--- src/design/rhpq_pkg.sv ---
// ----------------------------------------------------------------------------
// rhpq_pkg: shared constants and modular helpers
// Operation codes, the hash prime and small add/subtract helpers modulo the
// prime, used by the sequencer and the shared modular multiplier.
// ----------------------------------------------------------------------------
package rhpq_pkg;

    localparam int HASH_W = 30;
    localparam logic [HASH_W-1:0] HASH_PRIME = 30'd1000000007;
    localparam logic [HASH_W-1:0] BASE_RESET = 30'd31;
    localparam int MUL_STEPS = HASH_W;
    localparam int MUL_CNT_W = 5;
    localparam int CODE_W = 6;

    localparam int APB_AW = 3;
    localparam logic REG_HASH_BASE = 1'b0;

    typedef enum logic [1:0] {
        OP_APPEND = 2'd0,
        OP_QUERY  = 2'd1,
        OP_CLEAR  = 2'd2,
        OP_NONE   = 2'd3
    } op_t;

    // x < 2*prime in, x mod prime out
    function automatic logic [HASH_W-1:0] mod_fold(input logic [HASH_W:0] x);
        logic [HASH_W:0] d;
        begin
            d = x - {1'b0, HASH_PRIME};
            mod_fold = (x >= {1'b0, HASH_PRIME}) ? d[HASH_W-1:0] : x[HASH_W-1:0];
        end
    endfunction

    function automatic logic [HASH_W-1:0] mod_add(input logic [HASH_W-1:0] a,
                                                  input logic [HASH_W-1:0] b);
        begin
            mod_add = mod_fold({1'b0, a} + {1'b0, b});
        end
    endfunction

    function automatic logic [HASH_W-1:0] mod_sub(input logic [HASH_W-1:0] a,
                                                  input logic [HASH_W-1:0] b);
        logic [HASH_W:0] s;
        begin
            if (a >= b) begin
                s = {1'b0, a} - {1'b0, b};
            end else begin
                s = {1'b0, a} + {1'b0, HASH_PRIME} - {1'b0, b};
            end
            mod_sub = s[HASH_W-1:0];
        end
    endfunction

endpackage

--- src/design/rhpq_modmul.sv ---
// ----------------------------------------------------------------------------
// rhpq_modmul: iterative modular multiplier
// Computes a*b mod the hash prime by MSB-first shift-and-add, one bit of b
// per cycle. Both operands must already be below the prime.
// ----------------------------------------------------------------------------
module rhpq_modmul
    import rhpq_pkg::*;
(
    input  logic              aclk,
    input  logic              aresetn,
    input  logic              start,
    input  logic [HASH_W-1:0] op_a,
    input  logic [HASH_W-1:0] op_b,
    output logic              done,
    output logic [HASH_W-1:0] product
);

    logic [HASH_W-1:0]    a_reg;
    logic [HASH_W-1:0]    b_reg;
    logic [HASH_W-1:0]    acc_reg;
    logic [HASH_W-1:0]    acc_next;
    logic [MUL_CNT_W-1:0] cnt_reg;
    logic                 busy_reg;
    logic                 done_reg;
    logic [HASH_W-1:0]    dbl;

    always_comb begin
        dbl      = mod_fold({acc_reg, 1'b0});
        acc_next = b_reg[HASH_W-1] ? mod_add(dbl, a_reg) : dbl;
    end

    always_ff @(posedge aclk) begin
        if (!aresetn) begin
            busy_reg <= 1'b0;
            done_reg <= 1'b0;
            cnt_reg  <= '0;
        end else begin
            done_reg <= 1'b0;
            if (start) begin
                busy_reg <= 1'b1;
                cnt_reg  <= MUL_CNT_W'(MUL_STEPS - 1);
            end else if (busy_reg) begin
                cnt_reg <= cnt_reg - MUL_CNT_W'(1);
                if (cnt_reg == '0) begin
                    busy_reg <= 1'b0;
                    done_reg <= 1'b1;
                end
            end
        end
    end

    always_ff @(posedge aclk) begin
        if (start) begin
            a_reg   <= op_a;
            b_reg   <= op_b;
            acc_reg <= '0;
        end else if (busy_reg) begin
            acc_reg <= acc_next;
            b_reg   <= {b_reg[HASH_W-2:0], 1'b0};
        end
    end

    assign done    = done_reg;
    assign product = acc_reg;

endmodule

--- config.mk ---
export PLATFORM = sky130hd
export DESIGN_NAME = rhpq_modmul
export DESIGN_NICKNAME = d
export VERILOG_FILES = /design/src/design/rhpq_pkg.sv /design/src/design/rhpq_modmul.sv
export SDC_FILE = /design/constraint.sdc
export NUM_CORES = 1
export LEC_CHECK = 0
export BUFFER_PORTS_ARGS = -buffer_cell sky130_fd_sc_hd__buf_2
export CAP_MARGIN = 30
export CORE_MARGIN = 10
export CORE_UTILIZATION = 60
export CTS_BUF_LIST = sky130_fd_sc_hd__clkbuf_16
export DETAILED_ROUTE_END_ITERATION = 8
export GPL_ROUTABILITY_DRIVEN = 0
export HOLD_SLACK_MARGIN = 0.06
export PLACE_DENSITY = 0.88
export SETUP_SLACK_MARGIN = 0.4
export SYNTH_ARGS = -nofsm -noshare
export SYNTH_HDL_FRONTEND = slang
export SYNTH_SLANG_ARGS = --single-unit
--- constraint.sdc ---
create_clock -name aclk -period 6.79 [get_ports aclk]
set_input_delay 0.679 -clock aclk [delete_from_list [all_inputs] [get_ports aclk]]
set_output_delay 0.679 -clock aclk [all_outputs]
set_load 0.005 [all_outputs]
== Word-level counts from Yosys, hierarchy flattened ==
Index checks and enable logic that the tools add are counted.

* Add/sub/neg operators: 4
* Magnitude comparators: 2
* Muxes and demuxes: 11
* Bitwise operators: 2
* Reductions and logical operators: 4

{| class="wikitable"
|+ Operator list
! operator !! number
|-
| 2-to-1 mux 30 bit || 5
|-
| >= comparator 31 x 30 -> 1 bit (second input constant) || 2
|-
| subtractor 30 bit (second input constant) || 2
|-
| adder 30 x 30 -> 31 bit || 1
|-
| 2-to-1 mux 5 bit || 2
|-
| logical NOT 5 bit || 1
|-
| subtractor 5 x 1 -> 5 bit (second input constant) || 1
|-
| 2-to-1 mux 1 bit || 4
|-
| OR reduction 3 bit || 1
|-
| NOT 1 bit || 2
|-
| nonzero test 2 bit || 1
|-
| OR reduction 2 bit || 1
|}

* Register bits after elaboration: 97
* Input bits: 63
* Output and inout bits: 31
* Word-level logic and storage cells: 30

== Depth between registers and ports, before layout ==
* Depth after elaboration: 6
* Mapped depth: 27
* Mapped depth without buffers: 25

== Least setup slack after synthesis ==
OpenSTA, ideal clock, no wires.

* Kind: reg2reg
* Start: register acc_reg[2] (netlist: product[2])
* End: register acc_reg[28] (netlist: product[28])
* Library setup time: 0.074 ns
* Data arrival time: 5.727 ns
* Data required time: 6.716 ns
* Path slack: 0.989 ns
* Cell stages (with the launch flop): 28
* Path buffers: 3
* Clock period less this slack: 5.801 ns
* Cell sequence: dfxtp_1 -> inv_1 -> ha_1 -> nor3b_1 -> a21boi_0 -> o21ai_0 -> a21oi_1 -> o2111ai_1 -> a21oi_1 -> nor2_1 -> clkinv_1 -> clkbuf_1 -> nand2_1 -> xnor2_1 -> ha_1 -> buf_4 -> a21o_1 -> a311oi_2 -> o31ai_2 -> a21o_1 -> a2bb2oi_1 -> nand4_1 -> nor4_2 -> and4bb_4 -> or2_1 -> buf_6 -> or4_1 -> o211ai_2

* Word-level cells in the longest chain between the ends: 6
* Elaborated cells on any way between the ends: 8
* Classes of those cells: 3 x add/sub; 2 x order compare; 3 x mux

{| class="wikitable"
|+ Ends and longest elaborated chain
! element !! line !! RTL
|-
| start: declaration || rhpq_modmul.sv:20 || <nowiki>logic [HASH_W-1:0] acc_reg;</nowiki>
|-
| start signal: assignment || rhpq_modmul.sv:58 || <nowiki>acc_reg <= acc_next;</nowiki>
|-
| subtractor 30 bit / >= comparator 31 x 30 -> 1 bit (equally long branches) || rhpq_pkg.sv:29, rhpq_pkg.sv:30 ||
|-
| 2-to-1 mux 30 bit (*) || rhpq_pkg.sv:30 || <nowiki>mod_fold = (x >= {1'b0, HASH_PRIME}) ? d[HASH_W-1:0] : x[HASH_W-1:0];</nowiki>
|-
| adder 30 x 30 -> 31 bit || rhpq_pkg.sv:37 || <nowiki>mod_add = mod_fold({1'b0, a} + {1'b0, b});</nowiki>
|-
| subtractor 30 bit / >= comparator 31 x 30 -> 1 bit (equally long branches) || rhpq_pkg.sv:29, rhpq_pkg.sv:30 ||
|-
| 2-to-1 mux 30 bit || rhpq_pkg.sv:30 ||
|-
| 2-to-1 mux 30 bit (*) || rhpq_modmul.sv:29 || <nowiki>acc_next = b_reg[HASH_W-1] ? mod_add(dbl, a_reg) : dbl;</nowiki>
|}

Every way passes the cells marked *; elsewhere a longest branch is shown, timed or not.
A chain may end at the register's enable or synchronous reset.

== Worst setup path in the final report ==
Ends and elaborated chain as after synthesis.

==> report_table.html <==
<table>
<tr><th>Metric</th><th>Value</th></tr>
<tr><th colspan="2">Outcome</th></tr>
<tr><td>Result of the run</td><td>finished clean</td></tr>
<tr><th colspan="2">Logic synthesis</th></tr>
<tr><td>Cell type with the largest total area after synthesis</td><td>sky130_fd_sc_hd__edfxtp_1</td></tr>
<tr><td>Proportion of synthesized chip area in sequential cells</td><td>33.7%</td></tr>
<tr><td>Fraction of registers with async set or reset after synthesis</td><td>0%</td></tr>
<tr><td>Number of storage elements in the synthesis netlist</td><td>97</td></tr>
<tr><td>Count of cell types in the netlist</td><td>86</td></tr>
<tr><td>Synthesized-area fraction occupied by adder cells</td><td>5.91%</td></tr>
<tr><td>Post-synthesis instance total</td><td>823</td></tr>
<tr><td>Dominant combinational cell family by area after synthesis</td><td>compound AO/OA/AOI/OAI gates</td></tr>
<tr><td>Most used standard cell by instance count after synthesis</td><td>sky130_fd_sc_hd__edfxtp_1</td></tr>
<tr><td>Top cell types by occurrence after synthesis</td><td>sky130_fd_sc_hd__edfxtp_1 (60), sky130_fd_sc_hd__nand2_1 (58), sky130_fd_sc_hd__nor2_1 (56)</td></tr>
<tr><td>Fraction of the mapped netlist area in simple logic gates</td><td>18.1%</td></tr>
<tr><td>Mean instance size in the synthesized netlist</td><td>9.16 um^2</td></tr>
<tr><td>Cell types occupying the most area after synthesis</td><td>sky130_fd_sc_hd__edfxtp_1 (24%), sky130_fd_sc_hd__dfxtp_1 (9.8%), sky130_fd_sc_hd__ha_1 (5.6%), sky130_fd_sc_hd__xnor2_1 (4.6%), sky130_fd_sc_hd__mux2_2 (4.5%)</td></tr>
<tr><td>Post-synth EDFFs</td><td>60</td></tr>
<tr><td>Compound-Gate Fraction of Synth Area</td><td>26.3%</td></tr>
<tr><td>Portion of netlist area occupied by mux cells</td><td>5.01%</td></tr>
<tr><td>Post-Syn Area</td><td>0.00753 mm^2</td></tr>
<tr><td>Yosys top cell area share</td><td>23.9%</td></tr>
<tr><td>Net count after synthesis</td><td>921</td></tr>
<tr><td>Ys flop type</td><td>sky130_fd_sc_hd__edfxtp_1</td></tr>
<tr><td>Number of warnings reported in the yosys synthesis log</td><td>0</td></tr>
<tr><td>Area share of xor/xnor cells in the synthesized design</td><td>7.21%</td></tr>
<tr><th colspan="2">Critical path</th></tr>
<tr><td>Critical-path maximum fanout</td><td>17</td></tr>
<tr><td>Critical path arrival</td><td>6.65 ns</td></tr>
<tr><td>Worst EP required</td><td>7.08 ns</td></tr>
<tr><td>CP Capture Type</td><td>flop</td></tr>
<tr><td>Max incr delay on CP</td><td>0.52 ns</td></tr>
<tr><td>Nature of the critical path startpoint</td><td>flop</td></tr>
<tr><td>Worst Setup Path Type</td><td>reg -&gt; reg</td></tr>
<tr><td>Critical-path top delay cell</td><td>sky130_fd_sc_hd__o31ai_2</td></tr>
<tr><th colspan="2">Clocking</th></tr>
<tr><td>Hold buffers post-CTS</td><td>0</td></tr>
<tr><td>Clock Tree Root</td><td>sky130_fd_sc_hd__clkbuf_16</td></tr>
<tr><td>CTS tree</td><td>yes</td></tr>
<tr><td>Maximum clock insertion buffer count</td><td>2</td></tr>
<tr><td>Number of buffers created by CTS</td><td>9</td></tr>
<tr><td># clock sinks</td><td>97</td></tr>
<tr><td>Htree depth</td><td>3</td></tr>
<tr><td>Worst-path clk slew</td><td>0.08 ns</td></tr>
<tr><td>Source-to-sink clock delay at the later pin of the worst-skew pair</td><td>0.37 ns</td></tr>
<tr><th colspan="2">Timing</th></tr>
<tr><td>Final critical delay including setup and external delays</td><td>6.36 ns</td></tr>
<tr><td>Max Freq</td><td>157 MHz</td></tr>
<tr><td>Worst Tran Pin Value</td><td>1.07 ns</td></tr>
<tr><td>Hold Violations, Final</td><td>0</td></tr>
<tr><td>Fin worst setup slack</td><td>0.427 ns</td></tr>
<tr><td>Share of the clock period used by the worst path after layout</td><td>93.7%</td></tr>
<tr><td>Slew headroom</td><td>28.5%</td></tr>
<tr><td>Max-slew violation count</td><td>0</td></tr>
<tr><td>Post-Route Skew</td><td>0.0113 ns</td></tr>
<tr><td># setup viols final</td><td>0</td></tr>
<tr><td>Unrepaired setup endpoints after global routing</td><td>no</td></tr>
<tr><th colspan="2">Drt</th></tr>
<tr><td>DR vias/cell</td><td>6.83</td></tr>
<tr><td>Total DRC errors in the routed layout</td><td>0</td></tr>
<tr><td>Detailed router's first-iteration violation count</td><td>1130</td></tr>
<tr><td>Number of vias in the routed layout</td><td>7349</td></tr>
<tr><td>DRT Wirelength</td><td>23.4 mm</td></tr>
<tr><td>WL per Instance</td><td>21.8 um</td></tr>
<tr><td>Routed Antenna Nets</td><td>0</td></tr>
<tr><td>First drt pass iteration count</td><td>6</td></tr>
<tr><th colspan="2">Layout</th></tr>
<tr><td>Layout Cells excl Fill</td><td>1076</td></tr>
<tr><td>Fin nets</td><td>1001</td></tr>
<tr><td>Proportion of layout cells with a drive suffix above 1</td><td>25.4%</td></tr>
<tr><td>Diodes inserted</td><td>0</td></tr>
<tr><td>Area growth from synthesis to layout</td><td>15.4%</td></tr>
<tr><th colspan="2">Global routing</th></tr>
<tr><td>Maximum number of pins on one net before global-route repair</td><td>76</td></tr>
<tr><td>Antenna violations before repair</td><td>0</td></tr>
<tr><td>All-Layer GR Usage</td><td>24.9%</td></tr>
<tr><td>Remaining global-route overflow</td><td>0</td></tr>
<tr><td>Number of global-route vias before repair</td><td>6970</td></tr>
<tr><td>Wire length of the first global-routing pass</td><td>36.0 mm</td></tr>
<tr><th colspan="2">Pwr</th></tr>
<tr><td>Leakage dissipation</td><td>3.56 nW</td></tr>
<tr><td>Peak supply drop</td><td>0.185 mV</td></tr>
<tr><td>Power per cell area</td><td>305 mW/mm^2</td></tr>
<tr><td>Total Power</td><td>0.00265 W</td></tr>
<tr><th colspan="2">Die</th></tr>
<tr><td>Starting Density</td><td>62.0%</td></tr>
<tr><td>Placeable core region</td><td>0.0122 mm^2</td></tr>
<tr><td>DIE AREA</td><td>0.0174 mm^2</td></tr>
<tr><td>Die W</td><td>132 um</td></tr>
<tr><td>Height of the chip</td><td>132 um</td></tr>
<tr><td>Top-Level Pins</td><td>94</td></tr>
<tr><td>Cell Rows</td><td>40</td></tr>
<tr><th colspan="2">Placement</th></tr>
<tr><td>Post-DP HPWL</td><td>16.5 mm</td></tr>
<tr><td>Pre-CTS setup slack</td><td>-0.110 ns</td></tr>
<tr><td>Number of buffers inserted by port buffering</td><td>93</td></tr>
<tr><td>Cell Count Post-Placement</td><td>1053</td></tr>
<tr><th colspan="2">Min path</th></tr>
<tr><td>Hold Path Class</td><td>in -&gt; reg</td></tr>
<tr><th colspan="2">Flow run</th></tr>
<tr><td>Reported max-cap violation count</td><td>0</td></tr>
</table>
==> metal layers <==
metal | GRT usage (%) | share of wire [%] | up-vias
li1 | - | - | 3311
met1 | 30.6 | 38 | 3410
met2 | 39.4 | 46 | 508
met3 | 5.11 | 10 | 120
met4 | 15.0 | 5.7 | 0
met5 | 0 | 0 | -
==> kinds of logic (layout without fill, tap and decap cells) <==
logic type | Yosys count | count (layout)
flops | 97 | 97
mux | 34 | 34
xor+xnor | 62 | 62
compound gates | 275 | 275
simple gates | 259 | 260
buf+inv | 61 | 145
fa+ha+maj | 35 | 35
==> report_power, final <==
part,internal (W),switching [W]
Combinational,0.000487,0.000816
Clock,0.000330,0.000255
Sequential,0.000692,0.0000684
Total,0.00151,0.00114
==> path summary, 6_finish.rpt <==
path / slack, ns / endpoint / start / depth (start not counted)
setup / recovery: 0.43 / product[28] / product[2] / 25
hold / removal: 0.48 / a_reg[3] / op_a[3] / 1
setup reg to reg: 0.43 / product[28] / product[2] / 25
hold reg to reg: 0.51 / cnt_reg[1] / cnt_reg[1] / 2
==> cell type report <==
type                    instances  area, um^2
flip-flops and latches         97        2540
fillers                       853        3470
inverters                      21        80.1
clock inverters                 7         111
multi-input cells             666        4930
repair buffers                108         598
clock buffers                   9         225
well taps                     168         210
==> metrics by stage <==
| stage | instance area (um^2) | hold slack (ns) | setup TNS, ns | utilization (%) |
|---|---|---|---|---|
| 6_report | 8690 | 0.481 | 0 | 71.5 |
| 2_1_floorplan | 7530 | 0.469 | 0 | - |
| 3_3_place_gp | 8070 | 0.487 | 0 | 66.3 |
| 4_1_cts | 8460 | 0.486 | 0 | 69.6 |
| 5_1_grt | 8690 | 0.486 | 0 | 71.5 |
| 3_5_place_dp | 8100 | 0.505 | -0.172 | 66.6 |
==> cell usage in the layout (no fill, tap or decap), types with 10 or more instances in the layout <==
master	Yosys	final
sky130_fd_sc_hd__a21o_1	22	22
sky130_fd_sc_hd__a21oi_1	54	52
sky130_fd_sc_hd__a22oi_1	14	14
sky130_fd_sc_hd__a31oi_1	13	13
sky130_fd_sc_hd__and2_1	10	10
sky130_fd_sc_hd__buf_2	11	93
sky130_fd_sc_hd__buf_4	4	14
sky130_fd_sc_hd__dfxtp_1	37	37
sky130_fd_sc_hd__edfxtp_1	60	60
sky130_fd_sc_hd__ha_1	34	26
sky130_fd_sc_hd__inv_1	20	20
sky130_fd_sc_hd__mux2_2	30	30
sky130_fd_sc_hd__nand2_1	58	58
sky130_fd_sc_hd__nand3_1	25	25
sky130_fd_sc_hd__nand4_1	15	15
sky130_fd_sc_hd__nor2_1	56	54
sky130_fd_sc_hd__nor2b_1	11	11
sky130_fd_sc_hd__nor3_1	26	25
sky130_fd_sc_hd__o21ai_0	42	40
sky130_fd_sc_hd__xnor2_1	40	32
sky130_fd_sc_hd__xor2_1	22	22
==> repair_timing <==
action / in CTS / in global routing
endpoints found under the setup margin: 30 / 30
buffers inserted: 0 / 5
gates resized for setup: 9 / 33
pin swaps: 0 / 3
cloned: 0 / 1
==> critical path, delay by kind of cell, from the launching register on <==
family                   cells  cell delay, ns
AO/OA/AOI/OAI               10            2.20
XOR/XNOR                     2            0.43
adder cells (fa/ha/maj)      2            0.56
buffers and inverters        4            0.74
flip-flops                   1            0.38
AND/OR/NAND/NOR              7            1.97
No activity file was read; power rests on OpenSTA's default activity.
